<file path="src/rtl/bsfn_pkg.sv">
// shared widths, opcodes and defaults of the membership bitmap
`default_nettype none

package bsfn_pkg;

    localparam int OP_W             = 2;
    localparam int ID_W             = 10;
    localparam int POS_W            = 11;
    localparam int WORD_BITS        = 64;
    localparam int WORD_SH          = 6;
    localparam int MAX_ELEMENTS_DEF = 1024;
    localparam int S_TDATA_W        = 24;
    localparam int M_TDATA_W        = 32;

    localparam logic [OP_W-1:0] OP_CONTAINS = 2'd0;
    localparam logic [OP_W-1:0] OP_ADD      = 2'd1;
    localparam logic [OP_W-1:0] OP_NEXT     = 2'd2;

endpackage

`default_nettype wire

</file>
<file path="src/rtl/bitmap_set_with_find_next.sv">
// membership bitmap with contains, add and find-next-set-bit over a word memory
//
// s_* channel: one request beat; s_tuser is the operation (contains, add, find next),
//   s_tdata carries element_id and start_position
// m_* channel: one result beat per request; m_tuser is the success flag,
//   m_tdata carries found_id, next_cursor and member_count
// cfg_* channel: writes element_count while idle and no request beat is offered;
//   the write clears the bitmap and member count through per-word valid bits
// steps from accept to m_tvalid, with a free output register
//   contains / add: one memory read (EVAL), then compare and write back (ACC)
//   answered without a read (id or start at or past the count, unused opcode): EVAL only
//   find next: read of the start word (EVAL), then one SCAN step per word up to word k,
//     where the search ends, plus a TZ step when word k holds the hit; k is at most 15
//     with 1024 elements; the single memory read port gives one 64-bit word per cycle
// one request in flight at a time: a new beat is taken the cycle after the result
//   is loaded into the output register, even while stalled; no request is taken
//   while the previous one is still in progress
// reset clears the element count, the member count, all word valid bits and m_tvalid
// a stalled receiver holds the result register; a finished request then waits in
//   its last step, keeping its read data, until the register frees up
`default_nettype none

module bitmap_set_with_find_next #(
    parameter int MAX_ELEMENTS = bsfn_pkg::MAX_ELEMENTS_DEF
) (
    input  wire logic                           clk,
    input  wire logic                           rst_n,
    // request channel
    input  wire logic                           s_tvalid,
    output logic                                s_tready,
    input  wire logic [bsfn_pkg::S_TDATA_W-1:0] s_tdata,  // element_id, start_position, pad
    input  wire logic [bsfn_pkg::OP_W-1:0]      s_tuser,  // operation
    // result channel
    output logic                                m_tvalid,
    input  wire logic                           m_tready,
    output logic [bsfn_pkg::M_TDATA_W-1:0]      m_tdata,  // found_id, next_cursor, member_count
    output logic                                m_tuser,  // success
    // element count register
    input  wire logic                           cfg_valid,
    output logic                                cfg_ready,
    input  wire logic [bsfn_pkg::POS_W-1:0]     cfg_data
);

    localparam int ID_W      = bsfn_pkg::ID_W;
    localparam int POS_W     = bsfn_pkg::POS_W;
    localparam int WB        = bsfn_pkg::WORD_BITS;
    localparam int SH        = bsfn_pkg::WORD_SH;
    // ids beyond what an 11-bit count reaches are never touched
    localparam int CAP_MAX   = (1 << POS_W) - 1;
    localparam int CAP       = (MAX_ELEMENTS > CAP_MAX) ? CAP_MAX : MAX_ELEMENTS;
    localparam int MEM_WORDS = (CAP + WB - 1) / WB;
    localparam int WA        = (MEM_WORDS > 1) ? $clog2(MEM_WORDS) : 1;
    localparam int WI_W      = POS_W - SH + 1;
    localparam int PW        = WI_W + SH;

    localparam logic [2:0] ST_IDLE = 3'd0;
    localparam logic [2:0] ST_EVAL = 3'd1;
    localparam logic [2:0] ST_ACC  = 3'd2;
    localparam logic [2:0] ST_SCAN = 3'd3;
    localparam logic [2:0] ST_TZ   = 3'd4;

    // trailing zero count: first nonzero byte, then first set bit inside it
    function automatic logic [SH-1:0] tz64(input logic [WB-1:0] w);
        logic [7:0] nz;
        logic [7:0] b;
        logic [2:0] bsel;
        logic [2:0] bpos;
        int         i;
        for (i = 0; i < 8; i++)
        begin
            nz[i] = |w[8*i +: 8];
        end
        bsel = 3'd0;
        for (i = 7; i >= 0; i--)
        begin
            if (nz[i])
            begin
                bsel = 3'(i);
            end
        end
        b    = w[{bsel, 3'b000} +: 8];
        bpos = 3'd0;
        for (i = 7; i >= 0; i--)
        begin
            if (b[i])
            begin
                bpos = 3'(i);
            end
        end
        return {bsel, bpos};
    endfunction

    logic [2:0]                 state_reg, state_next;
    logic [bsfn_pkg::OP_W-1:0]  op_reg;
    logic [ID_W-1:0]            id_reg;
    logic [POS_W-1:0]           start_reg;
    logic [POS_W-1:0]           count_reg;
    logic [POS_W-1:0]           elem_count_reg;
    logic [POS_W-1:0]           members_reg, members_next;
    logic [MEM_WORDS-1:0]       valid_reg;
    logic [WI_W-1:0]            widx_reg, widx_next;
    logic                       first_reg, first_next;
    logic [WB-1:0]              hit_reg;

    // word memory and its registered read port
    logic [WB-1:0]              mem [MEM_WORDS];
    logic [WB-1:0]              rd_data_reg;
    logic                       rd_ok_reg;
    logic                       rd_en;
    logic [WA-1:0]              rd_addr;
    logic                       wr_en;
    logic [WA-1:0]              wr_addr;
    logic [WB-1:0]              wr_data;

    logic                       m_tvalid_reg;
    logic                       res_success_reg;
    logic [ID_W-1:0]            res_found_reg;
    logic [POS_W-1:0]           res_cursor_reg;
    logic [POS_W-1:0]           res_members_reg;

    logic                       in_fire;
    logic                       cfg_fire;
    logic                       out_free;
    logic                       emit;
    logic                       emit_success;
    logic [ID_W-1:0]            emit_found;
    logic [POS_W-1:0]           emit_cursor;
    logic [POS_W-1:0]           count_eff;
    logic [WI_W-1:0]            words_used;
    logic [WB-1:0]              first_mask;
    logic [WB-1:0]              scan_word;
    logic [WB-1:0]              acc_word;
    logic                       acc_bit;
    logic [PW-1:0]              hit_pos;
    logic [WI_W-1:0]            widx_inc;

    assign s_tready  = (state_reg == ST_IDLE);
    // an offered request beat goes first, so a count write never meets an accept
    assign cfg_ready = (state_reg == ST_IDLE) && !s_tvalid;
    assign in_fire   = s_tvalid && s_tready;
    assign cfg_fire  = cfg_valid && cfg_ready;
    assign out_free  = !m_tvalid_reg || m_tready;

    assign m_tvalid = m_tvalid_reg;
    assign m_tuser  = res_success_reg;
    assign m_tdata  = {res_members_reg, res_cursor_reg, res_found_reg};

    // counts above capacity saturate
    assign count_eff  = (elem_count_reg > POS_W'(CAP)) ? POS_W'(CAP) : elem_count_reg;
    assign words_used = WI_W'(({1'b0, count_reg} + PW'(WB - 1)) >> SH);
    assign first_mask = {WB{1'b1}} << start_reg[SH-1:0];
    assign acc_word   = rd_ok_reg ? rd_data_reg : '0;
    assign acc_bit    = acc_word[id_reg[SH-1:0]];
    assign scan_word  = acc_word & (first_reg ? first_mask : {WB{1'b1}});
    assign hit_pos    = {widx_reg, tz64(hit_reg)};
    assign widx_inc   = widx_reg + 1'b1;

    always_comb
    begin
        state_next   = state_reg;
        members_next = members_reg;
        widx_next    = widx_reg;
        first_next   = first_reg;
        rd_en        = 1'b0;
        rd_addr      = WA'(id_reg >> SH);
        wr_en        = 1'b0;
        wr_addr      = WA'(id_reg >> SH);
        wr_data      = acc_word | (WB'(1) << id_reg[SH-1:0]);
        emit         = 1'b0;
        emit_success = 1'b0;
        emit_found   = '0;
        emit_cursor  = start_reg;

        case (state_reg)
            ST_IDLE:
            begin
                if (in_fire)
                begin
                    state_next = ST_EVAL;
                end
            end
            ST_EVAL:
            begin
                if ((op_reg == bsfn_pkg::OP_CONTAINS || op_reg == bsfn_pkg::OP_ADD)
                    && ({1'b0, id_reg} < count_reg))
                begin
                    rd_en      = 1'b1;
                    state_next = ST_ACC;
                end
                else if (op_reg == bsfn_pkg::OP_NEXT && start_reg < count_reg)
                begin
                    rd_en      = 1'b1;
                    rd_addr    = WA'(start_reg >> SH);
                    widx_next  = WI_W'(start_reg >> SH);
                    first_next = 1'b1;
                    state_next = ST_SCAN;
                end
                else if (out_free)
                begin
                    // out of range, start at or past count or unused opcode
                    emit       = 1'b1;
                    state_next = ST_IDLE;
                end
            end
            ST_ACC:
            begin
                if (out_free)
                begin
                    emit       = 1'b1;
                    state_next = ST_IDLE;
                    if (op_reg == bsfn_pkg::OP_CONTAINS)
                    begin
                        emit_success = acc_bit;
                    end
                    else if (!acc_bit)
                    begin
                        wr_en        = 1'b1;
                        emit_success = 1'b1;
                        members_next = members_reg + 1'b1;
                    end
                end
            end
            ST_SCAN:
            begin
                if (scan_word != '0)
                begin
                    state_next = ST_TZ;
                end
                else if (widx_inc >= words_used)
                begin
                    if (out_free)
                    begin
                        emit        = 1'b1;
                        emit_cursor = count_reg;
                        state_next  = ST_IDLE;
                    end
                end
                else
                begin
                    rd_en      = 1'b1;
                    rd_addr    = WA'(widx_inc);
                    widx_next  = widx_inc;
                    first_next = 1'b0;
                end
            end
            ST_TZ:
            begin
                if (out_free)
                begin
                    emit        = 1'b1;
                    state_next  = ST_IDLE;
                    emit_cursor = count_reg;
                    if (hit_pos < PW'(count_reg))
                    begin
                        emit_success = 1'b1;
                        emit_found   = hit_pos[ID_W-1:0];
                        emit_cursor  = POS_W'(hit_pos + 1'b1);
                    end
                end
            end
            default:
            begin
                state_next = ST_IDLE;
            end
        endcase
    end

    // control state
    always_ff @(posedge clk or negedge rst_n)
    begin
        if (!rst_n)
        begin
            state_reg      <= ST_IDLE;
            elem_count_reg <= '0;
            members_reg    <= '0;
            valid_reg      <= '0;
            m_tvalid_reg   <= 1'b0;
            rd_ok_reg      <= 1'b0;
        end
        else
        begin
            state_reg <= state_next;
            if (cfg_fire)
            begin
                elem_count_reg <= cfg_data;
                members_reg    <= '0;
                valid_reg      <= '0;
            end
            else
            begin
                members_reg <= members_next;
                if (wr_en)
                begin
                    valid_reg[wr_addr] <= 1'b1;
                end
            end
            if (rd_en)
            begin
                rd_ok_reg <= valid_reg[rd_addr];
            end
            if (emit)
            begin
                m_tvalid_reg <= 1'b1;
            end
            else if (m_tready)
            begin
                m_tvalid_reg <= 1'b0;
            end
        end
    end

    // request and scan payload
    always_ff @(posedge clk)
    begin
        if (in_fire)
        begin
            op_reg    <= s_tuser;
            id_reg    <= s_tdata[ID_W-1:0];
            start_reg <= s_tdata[ID_W +: POS_W];
            count_reg <= count_eff;
        end
        widx_reg  <= widx_next;
        first_reg <= first_next;
        if (state_reg == ST_SCAN)
        begin
            hit_reg <= scan_word;
        end
    end

    // result register
    always_ff @(posedge clk)
    begin
        if (emit)
        begin
            res_success_reg <= emit_success;
            res_found_reg   <= emit_found;
            res_cursor_reg  <= emit_cursor;
            res_members_reg <= members_next;
        end
    end

    // word memory, one read and one write port
    always_ff @(posedge clk)
    begin
        if (wr_en)
        begin
            mem[wr_addr] <= wr_data;
        end
        if (rd_en)
        begin
            rd_data_reg <= mem[rd_addr];
        end
    end

endmodule

`default_nettype wire

</file>
<file path="config.mk">
export PLATFORM = sky130hd
export DESIGN_NAME = bitmap_set_with_find_next
export DESIGN_NICKNAME = d
export VERILOG_FILES = /design/src/rtl/bsfn_pkg.sv /design/src/rtl/bitmap_set_with_find_next.sv
export SDC_FILE = /design/constraint.sdc
export NUM_CORES = 2
export LEC_CHECK = 0
export BUFFER_PORTS_ARGS = -buffer_cell sky130_fd_sc_hd__buf_2
export CORE_MARGIN = 2
export CORE_UTILIZATION = 54
export CTS_CLUSTER_DIAMETER = 80
export DETAILED_ROUTE_END_ITERATION = 16
export PLACE_DENSITY_LB_ADDON = 0.05
export SLEW_MARGIN = 5
export SYNTH_ARGS = -nofsm -noshare
export SYNTH_HDL_FRONTEND = slang
export SYNTH_SLANG_ARGS = --single-unit
</file>
<file path="constraint.sdc">
create_clock -name clk -period 19.1 [get_ports clk]
set_clock_uncertainty 0.15 [all_clocks]
set_input_delay 3.82 -clock clk [delete_from_list [all_inputs] [get_ports clk]]
set_output_delay 3.82 -clock clk [all_outputs]
set_load 0.02 [all_outputs]
</file>
==> results.ini <==
[placement]
dp_hpwl_um=86500
io_buffer_count=74
gp_congestion=1.00

[setup_path]
critPathArrivalTime_ns=4.90
path_delay_family=simple AND/OR/NAND/NOR gates
worstPathRequired_ns=15.13
crit_path_cell_trace=buf_2 > nor4_1 > buf_2
endpoint_kind=primary output
crit_fanout=3
slowest_delay_ns=0.66
r2r_slack_ns=11.60
rr_endpoint=rd_data_reg[43]
crit_type=in -> out
reg2regPathDepth=16
rr_startpoint=rd_ok_reg
crit_path_start_kind=input pin
crit_top_cell=buf_2
crit_buf_inv=2
slowest_stage=nor4_1

[cells_and_area]
final_util=0.602
antenna_cells=0
layout-drive-gt1-share=0.102
nets=4372
largest_register_ffs=1024
area_growth_pct=10.7

[power_and_ir_drop]
powerDensity_nw_per_um2=160
power_frac_seq=0.388
combPwrFrac=0.353
ir_drop_v=0.000144
p_leak_nw=21.0
power_frac_clock=0.259
switching_share=0.383
intPower_mw=5.93
p_switching_mw=3.68
power_mw=9.62

[grt]
grt_pass1_wl_um=226000
use_met2=0.456
antenna_found_initial=2
grt-ovfl-total=0
met3_usage=0.0507
grt_pass1_vias=33600
use_met1=0.433
grtUsageTotal=0.298
grt-busiest-layer=met2
grt_max_degree=204

[drt]
first_pass_iters=6
viasPerCell=6.34
postRouteAntennaNets=0
routed_wl_um=155000
routed-via-count=36100
drt_iter0_drc=4873
routedWlPerCell_um=27.2
post-route-drc-count=0

[clock_tree]
htree_num_levels=4
cts_tree=built
clockBufferDepth=3
root_buffer=clkbuf_16
cts.sinks=1269
cts_inserted_buffers=136
clkSlewWorstSetupHoldPaths_ns=0.06
cts_resized=0
clkLatencyLatePin_ns=0.75
holdBufCountCts=0
post-cts-setup-buffers=0

[yosys]
synth_fp_nets=4357
synth_area_per_cell_um2=12.7
ys_types=88
synth_warnings=0
ys_async_sr_fraction=0.0339
synthMuxAreaShare=0.0112
synth_xor_area_frac=0.00451
synth_compound_area_frac=0.108
synth_simple_gate_area_frac=0.141
synth-seq-cells=1269
synth_top_area_frac=0.678
synthAdderAreaFrac=0.00931
yosys-top-cells-area=edfxtp_1 68%, nand2_1 8.0%, nand3_1 2.6%
synth_top_area_cell=edfxtp_1
syn_area_um2=54300
synthFlopType=edfxtp_1
synth-edff-count=1226
yosysSeqAreaShare=0.698
syn-instance-count=4277
synth_top_family_by_area=simple AND/OR/NAND/NOR gates

[worst_hold_path]
hold_start=elem_count_reg[6]
hold_class=reg -> reg
hold-path-endpoint=elem_count_reg[6]
min_path_cells=2

[timing]
hold_violations=0
setup_viol=0
relSlewSlack=0.108
tightest_slew_ns=1.34
period_needed_ns=8.87
fmax_ghz=0.113
timing.final.crit_share=0.465
rsz0062_at_grt=no
slew_violations=0
setup_tns_ns=0
hold_slack_ns=0.323

[job]
maxCapViolCount=0

[floorplan]
core_region_area_um2=99900
die_h_um=321
io-pin-count=78
initial_core_util=0.544
rows=116
die-area_um2=103000
die_w_um=321

[outcome]
outcome=completed

-- synth_stat cells, types with 14 or more instances --
library cell / n
clkbuf_1: 114
mux4_2: 21
o31a_1: 64
ha_1: 38
nand4_1: 14
buf_1: 21
nor2_1: 149
o211ai_1: 133
nor3_1: 32
nor4_1: 23
a21o_1: 22
and2_1: 30
a21oi_1: 49
nand2b_1: 19
nor2b_1: 21
xnor2_1: 16
dfrtp_1: 43
buf_2: 154
a221oi_1: 67
o21ai_0: 76
inv_1: 33
and3_1: 18
a311oi_1: 133
nand3_1: 285
nand2_1: 1152
edfxtp_1: 1226
a22o_1: 39
a31oi_1: 82
-- cells in the final DEF (no fill, tap or decap), types with 11 or more instances in the layout --
master,netlist,final
ha_1,38,38
nand2_1,1152,1151
edfxtp_1,1226,1226
xnor2_1,16,16
clkbuf_1,114,33
inv_1,33,33
a21oi_1,49,48
xor2_1,12,12
o21ai_0,76,70
a211oi_1,12,11
a311oi_1,133,133
nor3_1,32,28
and2_1,30,28
nor4_1,23,22
clkinv_1,3,25
nor2_4,0,12
nor2b_1,21,20
clkbuf_16,0,141
nand2b_1,19,19
a221o_1,11,11
a22o_1,39,39
a221oi_1,67,67
and3_1,18,18
o22ai_1,12,12
buf_4,9,101
mux4_2,21,21
nor2_1,149,136
o211ai_1,133,133
nand4_1,14,14
a21o_1,22,21
o31a_1,64,64
nand3_1,285,285
a31oi_1,82,82
clkinv_2,0,20
buf_2,154,74
dfrtp_1,43,42
-- per-stage QoR --
step	std cells	cell area, µm²	worst slack (ns)
3_5_place_dp	5452	56000	10.17
5_1_grt	5688	60200	10.12
4_1_cts	5688	60200	10.16
6_report	5688	60200	10.23
2_1_floorplan	4277	54300	9.28
3_3_place_gp	5452	56000	10.21
-- power by group through the flow --
stage / registers, mW / clock network, mW / logic, mW
2_1_floorplan: 3.70 / 0 / 2.36
3_3_place_gp: 3.78 / 0 / 3.34
3_5_place_dp: 3.77 / 0 / 3.38
4_1_cts: 3.72 / 2.53 / 3.39
5_1_grt: 3.74 / 2.63 / 3.71
6_report: 3.73 / 2.49 / 3.39
-- kinds of logic after synthesis --
group	Yosys count
buffers and inverters	341
AOI/OAI and AO/OA	775
and+or+nand+nor	1789
adders and majority gates	41
xor gates and xnor gates	28
muxes	34
DFF	1269
-- worst max-delay path by stage --
| stage | cells after the start | startpoint | end | slack [ns] |
|---|---|---|---|---|
| after floorplan | 5 | m_tready | mem[0][0] | 9.28 |
| after global placement | 3 | s_tvalid | cfg_ready | 10.21 |
| after detailed placement | 3 | s_tvalid | cfg_ready | 10.17 |
| after CTS | 3 | s_tvalid | cfg_ready | 10.16 |
| after global routing | 3 | s_tvalid | cfg_ready | 10.12 |
| final | 3 | s_tvalid | cfg_ready | 10.23 |
-- cell type report --
class                      count  area (µm²)
tap                         1298        1620
sequential                  1269       37900
clock buffer                 176        3680
timing repair buffer         179        1210
inverter                      39         146
clock inverter                60         477
multi-input combinational   2667       15100
fill                        7804       39700
-- per-layer routing --
layer	vias to the layer above	routed length [µm]
met4	0	5200
met3	310	13200
met2	1703	70600
met5	-	0
li1	16200	-
met1	17900	65600
-- worst reg2reg max path, stage by stage (launching register included) --
cell and delay [ns]:
dfrtp_2 0.38, buf_4 0.29, buf_4 0.39, inv_1 0.47, nor2_1 0.29, o211a_1 0.26
nor4_1 0.37, o2111ai_1 0.24, nor4_4 0.87, a31o_4 0.30, or3_4 0.56, buf_4 0.87
buf_12 0.61, nand2_1 0.30, a311oi_1 0.34, a311oi_1 0.09, a31oi_1 0.45
Note: power is estimated with default switching activity, not from simulation.
